### src/hw/rtl/mono_glyph_extent_accumulator_top_macros.svh
// Assertion macros shared by the RTL.
`ifndef MONO_GLYPH_EXTENT_ACCUMULATOR_TOP_MACROS_SVH
`define MONO_GLYPH_EXTENT_ACCUMULATOR_TOP_MACROS_SVH

// Same-cycle implication.
`define MGEA_ASSERT_IMP(label, clk, rst, ante, cons, msg) \
  label: assert property (@(posedge clk) disable iff (rst) (ante) |-> (cons)) \
    else $error(msg);

// Next-cycle implication.
`define MGEA_ASSERT_NXT(label, clk, rst, ante, cons, msg) \
  label: assert property (@(posedge clk) disable iff (rst) (ante) |=> (cons)) \
    else $error(msg);

`endif

### src/hw/rtl/mgea_pkg.sv
package mgea_pkg;

  localparam int COORD_BITS_DEF      = 32;
  localparam int SCALE_FRAC_BITS_DEF = 12;
  localparam int COORD_MAX_BITS      = 64;

  localparam int FIELD_BITS    = 32;
  localparam int CFG_BITS      = 31;
  localparam int WIDTH_BITS    = 33;
  localparam int DIFF_BITS     = 34;
  localparam int OFFSET_BITS   = 33;
  localparam int QUOT_BITS     = 4;
  localparam int DIGIT_BITS    = 4;
  localparam int APB_ADDR_BITS = 4;
  localparam int APB_DATA_BITS = 32;
  localparam int REG_IDX_BITS  = 2;

  localparam logic [REG_IDX_BITS-1:0] REG_ADVANCE_WIDTH = 2'd0;
  localparam logic [REG_IDX_BITS-1:0] REG_MAX_WIDTH     = 2'd1;
  localparam logic [REG_IDX_BITS-1:0] REG_LINE_TOP      = 2'd2;

  typedef struct packed {
    logic                         start_of_string;
    logic signed [FIELD_BITS-1:0] glyph_logical_left;
    logic signed [FIELD_BITS-1:0] glyph_logical_right;
    logic signed [FIELD_BITS-1:0] glyph_ink_left;
    logic signed [FIELD_BITS-1:0] glyph_ink_right;
    logic signed [FIELD_BITS-1:0] glyph_logical_bottom;
    logic signed [FIELD_BITS-1:0] glyph_logical_top;
    logic signed [FIELD_BITS-1:0] glyph_ink_bottom;
    logic signed [FIELD_BITS-1:0] glyph_ink_top;
  } glyph_t;

  typedef struct packed {
    logic signed [FIELD_BITS-1:0] text_logical_left;
    logic signed [FIELD_BITS-1:0] text_logical_right;
    logic signed [FIELD_BITS-1:0] text_ink_left;
    logic signed [FIELD_BITS-1:0] text_ink_right;
    logic signed [FIELD_BITS-1:0] text_logical_bottom;
    logic signed [FIELD_BITS-1:0] text_logical_top;
    logic signed [FIELD_BITS-1:0] text_ink_bottom;
    logic signed [FIELD_BITS-1:0] text_ink_top;
  } extent_t;

  typedef struct packed {
    logic load;
    logic step;
    logic trunc;
    logic place;
  } edge_ctrl_t;

  function automatic int mul_digits(int frac_bits);
    return (frac_bits + DIGIT_BITS) / DIGIT_BITS;
  endfunction

  function automatic int fq_bits(int frac_bits);
    return mul_digits(frac_bits) * DIGIT_BITS;
  endfunction

  function automatic int sum_bits(int coord_bits);
    return ((coord_bits > DIFF_BITS) ? coord_bits : DIFF_BITS) + 2;
  endfunction

endpackage

### src/hw/rtl/mgea_if.sv
interface mgea_glyph_if import mgea_pkg::*; ();
  logic   valid;
  logic   ready;
  glyph_t payload;

  modport source (output valid, output payload, input ready);
  modport sink (input valid, input payload, output ready);
endinterface

interface mgea_extent_if import mgea_pkg::*; ();
  logic    valid;
  logic    ready;
  extent_t payload;

  modport source (output valid, output payload, input ready);
  modport sink (input valid, input payload, output ready);
endinterface

### src/hw/rtl/mgea_qdiv.sv
module mgea_qdiv import mgea_pkg::*; (
  input  logic                  clk,
  input  logic                  rst,
  input  logic                  start,
  input  logic [CFG_BITS-1:0]   dividend,
  input  logic [WIDTH_BITS-1:0] divisor,
  output logic [QUOT_BITS-1:0]  quot,
  output logic                  done
);

  localparam int CNT_BITS = $clog2(QUOT_BITS + 1);

  logic [WIDTH_BITS-1:0] rem;
  logic [WIDTH_BITS-1:0] dsr;
  logic [WIDTH_BITS:0]   shifted;
  logic                  fits;
  logic [CNT_BITS-1:0]   cnt;

  assign shifted = {rem, 1'b0};
  assign fits    = shifted >= {1'b0, dsr};

  always_ff @(posedge clk) begin
    if (rst) begin
      cnt  <= '0;
      done <= 1'b0;
    end else begin
      done <= 1'b0;
      if (start) begin
        cnt <= CNT_BITS'(QUOT_BITS);
      end else if (cnt != '0) begin
        cnt  <= cnt - CNT_BITS'(1);
        done <= (cnt == CNT_BITS'(1));
      end
    end
  end

  always_ff @(posedge clk) begin
    if (start) begin
      rem <= WIDTH_BITS'(dividend);
      dsr <= divisor;
    end else if (cnt != '0) begin
      rem  <= fits ? WIDTH_BITS'(shifted - {1'b0, dsr}) : WIDTH_BITS'(shifted);
      quot <= {quot[QUOT_BITS-2:0], fits};
    end
  end

endmodule

### src/hw/rtl/mgea_edge.sv
module mgea_edge import mgea_pkg::*; #(
  parameter int COORD_BITS      = COORD_BITS_DEF,
  parameter int SCALE_FRAC_BITS = SCALE_FRAC_BITS_DEF
) (
  input  logic                                      clk,
  input  edge_ctrl_t                                ctrl,
  input  logic signed [FIELD_BITS-1:0]              edge_in,
  input  logic [fq_bits(SCALE_FRAC_BITS)-1:0]       fq,
  input  logic signed [sum_bits(COORD_BITS)-1:0]    base,
  output logic signed [COORD_BITS-1:0]              placed
);

  localparam int FQ_BITS   = fq_bits(SCALE_FRAC_BITS);
  localparam int SUM_BITS  = sum_bits(COORD_BITS);
  localparam int ACC_BITS  = FQ_BITS + FIELD_BITS + 1;
  localparam int PROD_BITS = FIELD_BITS + DIGIT_BITS + 1;

  localparam logic signed [ACC_BITS-1:0] ROUND_UP =
    {{(ACC_BITS - SCALE_FRAC_BITS){1'b0}}, {SCALE_FRAC_BITS{1'b1}}};
  localparam logic signed [SUM_BITS-1:0] POS_HI =
    {{(SUM_BITS - COORD_BITS + 1){1'b0}}, {(COORD_BITS - 1){1'b1}}};
  localparam logic signed [SUM_BITS-1:0] POS_LO = ~POS_HI;

  logic [FQ_BITS-1:0]          digits;
  logic signed [ACC_BITS-1:0]  acc;
  logic signed [ACC_BITS-1:0]  acc_next;
  logic signed [PROD_BITS-1:0] part;
  logic signed [ACC_BITS-1:0]  rounded;
  logic signed [FIELD_BITS-1:0] scaled;
  logic signed [SUM_BITS-1:0]  pos;
  logic signed [COORD_BITS-1:0] placed_next;

  assign part = PROD_BITS'(edge_in)
              * PROD_BITS'($signed({1'b0, digits[FQ_BITS-1 -: DIGIT_BITS]}));
  assign acc_next = (acc <<< DIGIT_BITS) + ACC_BITS'(part);

  // truncate toward zero
  assign rounded = acc[ACC_BITS-1] ? acc + ROUND_UP : acc;

  assign pos = base + SUM_BITS'(scaled);

  always_comb begin
    if (pos > POS_HI) begin
      placed_next = COORD_BITS'(POS_HI);
    end else if (pos < POS_LO) begin
      placed_next = COORD_BITS'(POS_LO);
    end else begin
      placed_next = COORD_BITS'(pos);
    end
  end

  always_ff @(posedge clk) begin
    if (ctrl.load) begin
      digits <= fq;
      acc    <= '0;
    end else if (ctrl.step) begin
      digits <= digits << DIGIT_BITS;
      acc    <= acc_next;
    end
    if (ctrl.trunc) begin
      scaled <= FIELD_BITS'(rounded >>> SCALE_FRAC_BITS);
    end
    if (ctrl.place) begin
      placed <= placed_next;
    end
  end

endmodule

### src/hw/rtl/mono_glyph_extent_accumulator_top.sv
// Channel  | Dir | Beat                     | Accepted when
// glyph    | in  | start flag + 8 glyph edges | glyph.valid && glyph.ready
// extent   | out | 8 union box edges        | extent.valid && extent.ready
// apb      | cfg | 3 registers at 0, 4, 8   | psel && penable && pwrite
//
// Each glyph passes the width, check, multiply, truncate, place and done steps, with a divide
// step when squeezed; the edge multipliers use 4-bit digits and the divider is 4-bit restoring.
// Reset clears registers, pen and union box at once; no clearing pass.
// One box waits in the output register while the next glyph is taken.
// A second box waits in the final step until the first beat is taken.
`include "mono_glyph_extent_accumulator_top_macros.svh"

module mono_glyph_extent_accumulator_top import mgea_pkg::*; #(
  parameter int COORD_BITS      = COORD_BITS_DEF,
  parameter int SCALE_FRAC_BITS = SCALE_FRAC_BITS_DEF
) (
  input  logic                     clk,
  input  logic                     rst,
  input  logic                     psel,
  input  logic                     penable,
  input  logic                     pwrite,
  input  logic [APB_ADDR_BITS-1:0] paddr,
  input  logic [APB_DATA_BITS-1:0] pwdata,
  output logic [APB_DATA_BITS-1:0] prdata,
  output logic                     pready,
  mgea_glyph_if.sink               glyph,
  mgea_extent_if.source            extent
);

  localparam int FQ_BITS      = fq_bits(SCALE_FRAC_BITS);
  localparam int MUL_DIGITS   = mul_digits(SCALE_FRAC_BITS);
  localparam int MUL_CNT_BITS = $clog2(MUL_DIGITS);
  localparam int SUM_BITS     = sum_bits(COORD_BITS);
  localparam int UNION_BITS   = (COORD_BITS > FIELD_BITS) ? COORD_BITS : FIELD_BITS;
  localparam int PEN_BITS     = COORD_BITS - 1;
  localparam int PEN_SUM_BITS = ((COORD_BITS > CFG_BITS) ? COORD_BITS : CFG_BITS) + 1;

  localparam logic [FQ_BITS-1:0] FQ_UNITY = FQ_BITS'(1) << SCALE_FRAC_BITS;
  localparam logic [FQ_BITS-1:0] FQ_FLOOR =
    FQ_BITS'(((1 << SCALE_FRAC_BITS) + 50) / 100);
  localparam logic [MUL_CNT_BITS-1:0] MUL_LAST = MUL_CNT_BITS'(MUL_DIGITS - 1);
  localparam logic [PEN_SUM_BITS-1:0] PEN_MAX =
    {{(PEN_SUM_BITS - PEN_BITS){1'b0}}, {PEN_BITS{1'b1}}};

  localparam int UNION_LOGICAL_TOP = 5;
  localparam int UNION_INK_TOP     = 7;

  localparam logic [2:0] S_IDLE  = 3'd0;
  localparam logic [2:0] S_WIDTH = 3'd1;
  localparam logic [2:0] S_CHECK = 3'd2;
  localparam logic [2:0] S_DIV   = 3'd3;
  localparam logic [2:0] S_MUL   = 3'd4;
  localparam logic [2:0] S_TRUNC = 3'd5;
  localparam logic [2:0] S_PLACE = 3'd6;
  localparam logic [2:0] S_DONE  = 3'd7;

  logic [CFG_BITS-1:0]          advance_width;
  logic [CFG_BITS-1:0]          max_width;
  logic signed [FIELD_BITS-1:0] line_top;

  logic [2:0]                    state;
  logic [2:0]                    state_next;
  glyph_t                        item;
  logic signed [WIDTH_BITS-1:0]  width;
  logic signed [WIDTH_BITS-1:0]  width_next;
  logic signed [WIDTH_BITS-1:0]  subtrahend;
  logic signed [DIFF_BITS-1:0]   diff;
  logic signed [OFFSET_BITS-1:0] offset;
  logic                          big;
  logic signed [SUM_BITS-1:0]    pen_offset;
  logic signed [SUM_BITS-1:0]    base;
  logic signed [SUM_BITS-1:0]    base_next;
  logic [PEN_BITS-1:0]           pen;
  logic [PEN_SUM_BITS-1:0]       pen_sum;
  logic [PEN_BITS-1:0]           pen_next;
  logic [MUL_CNT_BITS-1:0]       mul_cnt;
  logic                          accept;
  logic                          go;
  logic                          cfg_write;
  logic [REG_IDX_BITS-1:0]       reg_idx;

  logic                          div_done;
  logic [QUOT_BITS-1:0]          quot;
  logic [FQ_BITS-1:0]            fq;
  edge_ctrl_t                    lane_ctrl;

  logic signed [FIELD_BITS-1:0]  edge_in [4];
  logic signed [FIELD_BITS-1:0]  vert [4];
  logic signed [COORD_BITS-1:0]  edge_h [4];
  logic signed [UNION_BITS-1:0]  union_box [8];
  logic signed [UNION_BITS-1:0]  union_next [8];
  extent_t                       box_next;

  // configuration port
  assign pready    = 1'b1;
  assign reg_idx   = paddr[APB_ADDR_BITS-1:2];
  assign cfg_write = psel && penable && pwrite && pready;

  always_comb begin
    case (reg_idx)
      REG_ADVANCE_WIDTH: prdata = {1'b0, advance_width};
      REG_MAX_WIDTH:     prdata = {1'b0, max_width};
      REG_LINE_TOP:      prdata = line_top;
      default:           prdata = '0;
    endcase
  end

  always_ff @(posedge clk) begin
    if (rst) begin
      advance_width <= '0;
      max_width     <= '0;
      line_top      <= '0;
    end else if (cfg_write) begin
      case (reg_idx)
        REG_ADVANCE_WIDTH: advance_width <= pwdata[CFG_BITS-1:0];
        REG_MAX_WIDTH:     max_width     <= pwdata[CFG_BITS-1:0];
        REG_LINE_TOP:      line_top      <= pwdata;
        default:           ;
      endcase
    end
  end

  // control
  assign glyph.ready = (state == S_IDLE);
  assign accept      = glyph.valid && glyph.ready;
  assign go          = !extent.valid || extent.ready;

  always_comb begin
    state_next = state;
    case (state)
      S_IDLE:  if (accept) state_next = S_WIDTH;
      S_WIDTH: state_next = S_CHECK;
      S_CHECK: state_next = big ? S_DIV : S_MUL;
      S_DIV:   if (div_done) state_next = S_MUL;
      S_MUL:   if (mul_cnt == MUL_LAST) state_next = S_TRUNC;
      S_TRUNC: state_next = S_PLACE;
      S_PLACE: state_next = S_DONE;
      S_DONE:  if (go) state_next = S_IDLE;
      default: state_next = S_IDLE;
    endcase
  end

  // width, squeeze decision and centring offset
  assign width_next = WIDTH_BITS'($signed(item.glyph_logical_right))
                    - WIDTH_BITS'($signed(item.glyph_logical_left));
  assign big        = width > $signed({2'b00, max_width});
  assign subtrahend = big ? $signed({2'b00, max_width}) : width;
  assign diff       = DIFF_BITS'($signed({1'b0, advance_width})) - DIFF_BITS'(subtrahend);

  // pen plus offset, saturated at the 64-bit upper limit only when COORD_BITS is 64
  assign pen_offset = $signed(SUM_BITS'({1'b0, pen})) + SUM_BITS'(offset);

  if (COORD_BITS == COORD_MAX_BITS) begin : g_sat
    localparam logic signed [SUM_BITS-1:0] TOP64 =
      {{(SUM_BITS - COORD_MAX_BITS + 1){1'b0}}, {(COORD_MAX_BITS - 1){1'b1}}};
    assign base_next = (pen_offset > TOP64) ? TOP64 : pen_offset;
  end else begin : g_nosat
    assign base_next = pen_offset;
  end

  assign pen_sum  = PEN_SUM_BITS'(pen) + PEN_SUM_BITS'(advance_width);
  assign pen_next = (pen_sum > PEN_MAX) ? PEN_BITS'(PEN_MAX) : pen_sum[PEN_BITS-1:0];

  // squeeze factor
  always_comb begin
    if (state == S_DIV) begin
      fq = (quot == '0) ? FQ_FLOOR
                        : FQ_BITS'(quot) << (SCALE_FRAC_BITS - QUOT_BITS);
    end else begin
      fq = FQ_UNITY;
    end
  end

  assign lane_ctrl.load  = ((state == S_CHECK) && !big) || ((state == S_DIV) && div_done);
  assign lane_ctrl.step  = (state == S_MUL);
  assign lane_ctrl.trunc = (state == S_TRUNC);
  assign lane_ctrl.place = (state == S_PLACE);

  mgea_qdiv u_qdiv (
    .clk      (clk),
    .rst      (rst),
    .start    ((state == S_CHECK) && big),
    .dividend (max_width),
    .divisor  (width),
    .quot     (quot),
    .done     (div_done)
  );

  assign edge_in[0] = item.glyph_logical_left;
  assign edge_in[1] = item.glyph_logical_right;
  assign edge_in[2] = item.glyph_ink_left;
  assign edge_in[3] = item.glyph_ink_right;
  assign vert[0]    = item.glyph_logical_bottom;
  assign vert[1]    = item.glyph_logical_top;
  assign vert[2]    = item.glyph_ink_bottom;
  assign vert[3]    = item.glyph_ink_top;

  for (genvar k = 0; k < 4; k++) begin : g_lane
    mgea_edge #(
      .COORD_BITS      (COORD_BITS),
      .SCALE_FRAC_BITS (SCALE_FRAC_BITS)
    ) u_edge (
      .clk     (clk),
      .ctrl    (lane_ctrl),
      .edge_in (edge_in[k]),
      .fq      (fq),
      .base    (base),
      .placed  (edge_h[k])
    );
  end

  // union: even edges take the minimum, odd edges the maximum
  for (genvar k = 0; k < 8; k++) begin : g_union
    logic signed [UNION_BITS-1:0] cand;
    if (k < 4) begin : g_horiz
      assign cand = UNION_BITS'(edge_h[k]);
    end else begin : g_vert
      assign cand = UNION_BITS'(vert[k-4]);
    end
    if (k % 2 == 0) begin : g_min
      assign union_next[k] = (cand < union_box[k]) ? cand : union_box[k];
    end else begin : g_max
      assign union_next[k] = (cand > union_box[k]) ? cand : union_box[k];
    end
  end

  assign box_next.text_logical_left   = union_next[0][FIELD_BITS-1:0];
  assign box_next.text_logical_right  = union_next[1][FIELD_BITS-1:0];
  assign box_next.text_ink_left       = union_next[2][FIELD_BITS-1:0];
  assign box_next.text_ink_right      = union_next[3][FIELD_BITS-1:0];
  assign box_next.text_logical_bottom = union_next[4][FIELD_BITS-1:0];
  assign box_next.text_logical_top    = union_next[5][FIELD_BITS-1:0];
  assign box_next.text_ink_bottom     = union_next[6][FIELD_BITS-1:0];
  assign box_next.text_ink_top        = union_next[7][FIELD_BITS-1:0];

  always_ff @(posedge clk) begin
    if (rst) begin
      state   <= S_IDLE;
      mul_cnt <= '0;
      pen     <= '0;
      for (int k = 0; k < 8; k++) begin
        union_box[k] <= '0;
      end
    end else begin
      state <= state_next;
      if (lane_ctrl.load) begin
        mul_cnt <= '0;
      end else if (state == S_MUL) begin
        mul_cnt <= mul_cnt + MUL_CNT_BITS'(1);
      end
      if (accept && glyph.payload.start_of_string) begin
        pen <= '0;
        for (int k = 0; k < 8; k++) begin
          if (k == UNION_LOGICAL_TOP || k == UNION_INK_TOP) begin
            union_box[k] <= UNION_BITS'(line_top);
          end else begin
            union_box[k] <= '0;
          end
        end
      end else if ((state == S_DONE) && go) begin
        pen <= pen_next;
        for (int k = 0; k < 8; k++) begin
          union_box[k] <= union_next[k];
        end
      end
    end
  end

  always_ff @(posedge clk) begin
    if (accept) begin
      item <= glyph.payload;
    end
    if (state == S_WIDTH) begin
      width <= width_next;
    end
    if (state == S_CHECK) begin
      offset <= OFFSET_BITS'(diff >>> 1);
    end
    if (state == S_TRUNC) begin
      base <= base_next;
    end
  end

  // output register
  always_ff @(posedge clk) begin
    if (rst) begin
      extent.valid <= 1'b0;
    end else if ((state == S_DONE) && go) begin
      extent.valid <= 1'b1;
    end else if (extent.ready) begin
      extent.valid <= 1'b0;
    end
  end

  always_ff @(posedge clk) begin
    if ((state == S_DONE) && go) begin
      extent.payload <= box_next;
    end
  end

  `MGEA_ASSERT_NXT(a_busy_after_accept, clk, rst, accept, !glyph.ready, "glyph taken while busy")
  `MGEA_ASSERT_IMP(a_div_done_in_div, clk, rst, div_done, state == S_DIV, "stray divide done")
  `MGEA_ASSERT_NXT(a_unscaled_skips_div, clk, rst, (state == S_CHECK) && !big, state == S_MUL, "unscaled glyph entered divide")
  `MGEA_ASSERT_IMP(a_box_from_done, clk, rst, $rose(extent.valid), $past(state) == S_DONE, "box beat without finished glyph")

endmodule

### src/flat_wrapper.sv
// flat-port wrapper written by rule: the top's interface ports become plain ports
module mono_glyph_extent_accumulator_top_flat import mgea_pkg::*;
#(
  parameter int COORD_BITS      = COORD_BITS_DEF,
  parameter int SCALE_FRAC_BITS = SCALE_FRAC_BITS_DEF
)
  (clk, rst, psel, penable, pwrite, paddr, pwdata, prdata, pready, glyph_valid, glyph_payload, glyph_ready, extent_valid, extent_payload, extent_ready);
  mgea_glyph_if glyph_i ();
  mgea_extent_if extent_i ();
  input  logic clk;
  input  logic rst;
  input  logic psel;
  input  logic penable;
  input  logic pwrite;
  input  logic [APB_ADDR_BITS-1:0] paddr;
  input  logic [APB_DATA_BITS-1:0] pwdata;
  output logic [APB_DATA_BITS-1:0] prdata;
  output logic pready;
  input wire logic [$bits(glyph_i.valid)-1:0] glyph_valid;
  input wire logic [$bits(glyph_i.payload)-1:0] glyph_payload;
  output wire logic [$bits(glyph_i.ready)-1:0] glyph_ready;
  output wire logic [$bits(extent_i.valid)-1:0] extent_valid;
  output wire logic [$bits(extent_i.payload)-1:0] extent_payload;
  input wire logic [$bits(extent_i.ready)-1:0] extent_ready;
  assign glyph_i.valid = glyph_valid;
  assign glyph_i.payload = glyph_payload;
  assign glyph_ready = glyph_i.ready;
  assign extent_valid = extent_i.valid;
  assign extent_payload = extent_i.payload;
  assign extent_i.ready = extent_ready;
  mono_glyph_extent_accumulator_top #(.COORD_BITS(COORD_BITS), .SCALE_FRAC_BITS(SCALE_FRAC_BITS)) u_core (.clk(clk), .rst(rst), .psel(psel), .penable(penable), .pwrite(pwrite), .paddr(paddr), .pwdata(pwdata), .prdata(prdata), .pready(pready), .glyph(glyph_i), .extent(extent_i));
endmodule
### config.mk
export PLATFORM = sky130hd
export DESIGN_NAME = mono_glyph_extent_accumulator_top_flat
export DESIGN_NICKNAME = d
export VERILOG_FILES = /design/src/hw/rtl/mgea_pkg.sv /design/src/hw/rtl/mgea_if.sv /design/src/hw/rtl/mgea_qdiv.sv /design/src/hw/rtl/mgea_edge.sv /design/src/hw/rtl/mono_glyph_extent_accumulator_top.sv /design/src/flat_wrapper.sv
export VERILOG_INCLUDE_DIRS = /design/src /design/src/hw/rtl
export SDC_FILE = /design/constraint.sdc
export NUM_CORES = 2
export LEC_CHECK = 0
export BUFFER_PORTS_ARGS = -buffer_cell sky130_fd_sc_hd__buf_2
export CORE_MARGIN = 2
export CORE_UTILIZATION = 46
export CTS_CLUSTER_DIAMETER = 40
export CTS_CLUSTER_SIZE = 25
export DETAILED_ROUTE_END_ITERATION = 10
export GPL_ROUTABILITY_DRIVEN = 1
export PLACE_DENSITY = 0.68
export SYNTH_ARGS = -nofsm -noshare
export SYNTH_HDL_FRONTEND = slang
export SYNTH_SLANG_ARGS = --single-unit
### constraint.sdc
create_clock -name clk -period 11.8 [get_ports clk]
set_clock_uncertainty 0.1 [all_clocks]
set_input_delay 0.59 -clock clk [delete_from_list [all_inputs] [get_ports clk]]
set_output_delay 0.59 -clock clk [all_outputs]
set_load 0.02 [all_outputs]
==> metrics.log <==
[metrics] top layer reached by signal wires: met5
[metrics] Gate Count Post-Synth: 9857
[metrics] Root Buffer Master: sky130_fd_sc_hd__clkbuf_16
[metrics] worst slew slack as a fraction of its limit: 0.1520
[metrics] starting density of the core: 0.4629
[metrics] clock network fraction of design power: 0.219
[metrics] transition at the pin with the smallest max-transition slack: 1.269 ns
[metrics] Maximum Capacitance Violations: 0
[metrics] result of the run: complete, no violations
[metrics] worst-path fanout max: 76
[metrics] min Tclk post-route: 7.136 ns
[metrics] post-layout total power: 39.15 mW
[metrics] Data arrival, critical path: 7.77 ns
[metrics] detailed-route vias per instance: 5.582
[metrics] worst reg2reg setup slack: 4.66 ns
[metrics] maximum clock frequency: 140.1 MHz
[metrics] vias after detailed routing: 78180
[metrics] post-route cell area: 123400 µm²
[metrics] maximum number of pins on one net before global-route repair: 157
[metrics] DRT met1 WL: 133900 µm
[metrics] Setup TNS Final: 0 ns
[metrics] largest area contributor in the netlist: sky130_fd_sc_hd__edfxtp_1
[metrics] aggregate routed wire length: 298900 µm
[metrics] final global-route overflow total: 0
[metrics] met3 routed WL: 20770 µm
[metrics] RSZ-0062 raised after global routing: false
[metrics] mux cell area share after synthesis: 0.03748
[metrics] Top Ports: 591
[metrics] total clock buffers created by CTS: 298
[metrics] adder and majority gate portion of the synthesized area: 0.2114
[metrics] top post-synthesis cells by count: 1170 x sky130_fd_sc_hd__edfxtp_1, 972 x sky130_fd_sc_hd__ha_1, 872 x sky130_fd_sc_hd__inv_1
[metrics] Chip Height: 480.0 µm
[metrics] DPL Wire Length: 222600 µm
[metrics] simple logic cell fraction of the synthesized area: 0.1274
[metrics] placed cell area: 110300 µm²
[metrics] Main synth FF type: sky130_fd_sc_hd__edfxtp_1
[metrics] internal power: 22.18 mW
[metrics] Worst VDD drop: 0.0002330 V
[metrics] Compound-Gate Fraction of Synth Area: 0.1306
[metrics] buffers added on ports: 587
[metrics] count of fill cells added during filler insertion: 19200
[metrics] most numerous cell in the Yosys netlist: sky130_fd_sc_hd__edfxtp_1
[metrics] remaining number of nets flagged by the antenna check after routing: 0
[metrics] average routed wire per standard cell: 21.34 µm
[metrics] vias in the first global route: 77610
[metrics] leakage power: 52.86 nW
[metrics] Starting DRT DRC Count: 5784
[metrics] antenna violations before repair: 17
[metrics] layout overhead on the synthesized area: 18.45%
[metrics] Post-Syn Area: 104200 µm²
[metrics] wire length of the first global-routing pass: 454000 µm
[metrics] share of the synthesized netlist area taken by xor and xnor gates: 0.04454
[metrics] power share of the combinational group: 0.572
[metrics] number of library cell types mapped by synthesis: 109
[metrics] Final Hold Slack: 0.1455 ns
[metrics] H-tree depth reported by CTS: 5
[metrics] TritonCTS clock tree: done
[metrics] EDFF count, synth: 1170
[metrics] total of warnings raised by yosys: 0
[metrics] clock latency on the worst-skew pair: 0.95 ns
[metrics] startpoint-to-endpoint class of the critical path: reg -> reg
[metrics] area of the core region: 225100 µm²
[metrics] fraction of post-synthesis cell area in the top cell type by area: 0.3371
[metrics] part of the power in registers: 0.209
[metrics] largest family of logic cells by synthesized area: adder cells
[metrics] number of slew-limit violations in the final report: 0
[metrics] total number of placement rows: 174
[metrics] final hold viol count: 0
[metrics] cells taking the most area after synthesis: sky130_fd_sc_hd__edfxtp_1 34%, sky130_fd_sc_hd__ha_1 12%, sky130_fd_sc_hd__fa_1 9.5%, sky130_fd_sc_hd__dfxtp_1 6.8%, sky130_fd_sc_hd__and2_1 3.9%
[metrics] category of the worst setup path capture point: flop
[metrics] synthesis-stage register bit count: 1523
[metrics] Post-synth ARST share: 0
[metrics] total clock sinks: 1523
[metrics] final worst-path cycle share: 0.6047
[metrics] weighted congestion at the end of routability-driven global placement: 0.9450
[metrics] switching portion of total power: 0.4334
[metrics] horizontal extent of the die: 480.0 µm
[metrics] Required @ worst endpoint: 12.43 ns
[metrics] portion of the post-synthesis area used by sequential elements: 0.4050
[metrics] number of buffers on the longest clock path: 4
[metrics] average footprint of a synthesized cell: 10.57 µm²
[metrics] drt pass-1 iters: 7
[metrics] synthesized net count: 11620
[metrics] clock-pin slew on the worst setup and hold paths: 0.05 ns
[metrics] power density over cell area: 317.2 nW/µm²
[metrics] drc violations: 0
[metrics] length of routed met2 wiring: 132400 µm
[metrics] total global-route track usage: 0.2535
[metrics] floorplan die area: 230400 µm²
[metrics] Resized Gates After CTS: 0
[metrics] final count of negative-setup-slack endpoints: 0
[metrics] switching pwr: 16.97 mW
[metrics] kind of start point of the critical path: flop
[metrics] layout cells sized above 1: 0.1363
[metrics] number of nets at the end of the flow: 12550
[metrics] type of the most critical hold path: in -> reg
==> stage by stage <==
step           cells    util  setup slack, ns
6_report       14010  0.5483            4.664
5_1_grt        14010  0.5483            4.285
4_1_cts        14000  0.5483            4.753
3_5_place_dp   13180  0.4901            4.788
3_3_place_gp   13180  0.4901            4.888
2_1_floorplan   9857       -            1.016
==> sequential cells by signal, indices dropped and copies added, names as in the netlist <==
register / count
u_core.advance_width: 31
u_core.offset: 33
u_core.state: 3
u_core.g_lane.u_edge.acc: 184
u_core.extent.payload: 256
u_core.u_qdiv.cnt: 3
u_core.g_union.cand: 128
u_core.width: 33
u_core.max_width: 31
u_core.edge_in: 128
u_core.u_qdiv.quot: 4
u_core.g_lane.u_edge.scaled: 128
u_core.base: 34
u_core.union_box: 256
u_core.mul_cnt: 2
u_core.u_qdiv.dsr: 33
u_core.u_qdiv.done: 1
u_core.pen: 31
u_core.line_top: 32
u_core.extent.valid: 1
u_core.u_qdiv.rem: 33
u_core.g_lane.u_edge.digits: 10
u_core.g_lane.u_edge.placed: 128
==> what timing repair did <==
action	CTS	global route
endpoints found under the hold margin	350	0
setup buffers	0	0
hold buffers	294	0
==> metal layers <==
| metal | up-vias | track usage |
|---|---|---|
| met5 | - | 0 |
| met4 | 2 | 0.09577 |
| met3 | 576 | 0.03974 |
| met2 | 2679 | 0.3943 |
| met1 | 38250 | 0.3565 |
| li1 | 36670 | - |
==> cells in the final DEF (no fill, tap or decap), drive strengths merged, types with 28 or more instances in the layout <==
master       count
a211oi          53
a21o           329
a21oi          762
a22o            69
a31oi           53
and2           646
and3            47
buf            646
bufinv          32
clkbuf         333
clkinv          80
clkinvlp        31
dfxtp          353
dlygate4sd3    294
edfxtp        1170
fa             493
ha             972
inv            923
mux2           258
mux2i          100
nand2          818
nand2b         149
nand3          140
nand4          110
nor2           385
nor2b           83
nor3            91
nor4            36
o21a            87
o21ai          508
o21bai          70
o31ai           28
or2             28
or3             36
xnor2          352
xor2           178
==> area by class of cell <==
| class | instances | area [µm²] | area share |
|---|---|---|---|
| Multi-Input combinational cell | 7148 | 57670 | 0.4672 |
| Sequential cell | 1523 | 42200 | 0.3419 |
| Clock buffer | 333 | 7871 | 0.06377 |
| Timing Repair Buffer | 940 | 6364 | 0.05155 |
| Tap cell | 2992 | 3744 | 0.03033 |
| Inverter | 872 | 3281 | 0.02658 |
| Clock inverter | 194 | 2290 | 0.01855 |
| Antenna cell | 5 | 12.51 | 0.0001014 |
==> critical path, cell delays in order, from the launching register on <==
cell and delay [ns]:
sky130_fd_sc_hd__edfxtp_1 0.32, sky130_fd_sc_hd__buf_4 0.64, sky130_fd_sc_hd__buf_4 0.63, sky130_fd_sc_hd__nand2_1 0.70, sky130_fd_sc_hd__inv_1 0.42, sky130_fd_sc_hd__fa_1 0.51, sky130_fd_sc_hd__fa_1 0.48, sky130_fd_sc_hd__fa_1 0.52
sky130_fd_sc_hd__ha_1 0.36, sky130_fd_sc_hd__and3_1 0.21, sky130_fd_sc_hd__and3_1 0.20, sky130_fd_sc_hd__a221oi_1 0.30, sky130_fd_sc_hd__a21bo_2 0.29, sky130_fd_sc_hd__a41o_1 0.26, sky130_fd_sc_hd__a41oi_1 0.33, sky130_fd_sc_hd__a221o_1 0.29
sky130_fd_sc_hd__xor2_1 0.15, sky130_fd_sc_hd__o22ai_1 0.09
==> logic make-up after synthesis <==
family | after synthesis
simple gates | 2618
compound gates | 2176
flops | 1523
fa+ha+maj | 1465
buf+inv | 1186
xor+xnor | 530
mux | 358
other cells | 1
==> path summary, 6_finish.rpt <==
| check | endpoint | cells past startpoint | startpoint |
|---|---|---|---|
| worst max-delay path | u_core.g_lane[3].u_edge.acc[41]$_SDFFE_PN0P_ | 17 | u_core.g_lane[0].u_edge.digits[12]$_DFFE_PP_ |
| worst min-delay path | u_core.pen[26]$_SDFFE_PP0P_ | 5 | glyph_payload[256] |
| worst max register to register | u_core.g_lane[3].u_edge.acc[41]$_SDFFE_PN0P_ | 17 | u_core.g_lane[0].u_edge.digits[12]$_DFFE_PP_ |
| worst min register to register | u_core.g_lane[1].u_edge.acc[44]$_SDFFE_PN0P_ | 2 | u_core.g_lane[1].u_edge.acc[44]$_SDFFE_PN0P_ |
==> power groups by stage <==
stage / logic [mW] / registers (mW) / clock network [mW]
after floorplan: 17.0 / 7.90 / 0
after global placement: 21.5 / 8.24 / 0
after detailed placement: 22.0 / 8.26 / 0
after CTS: 22.3 / 8.17 / 8.69
after global routing: 25.1 / 8.28 / 8.93
final: 22.4 / 8.19 / 8.57
Power figures use the tool's default switching activity.
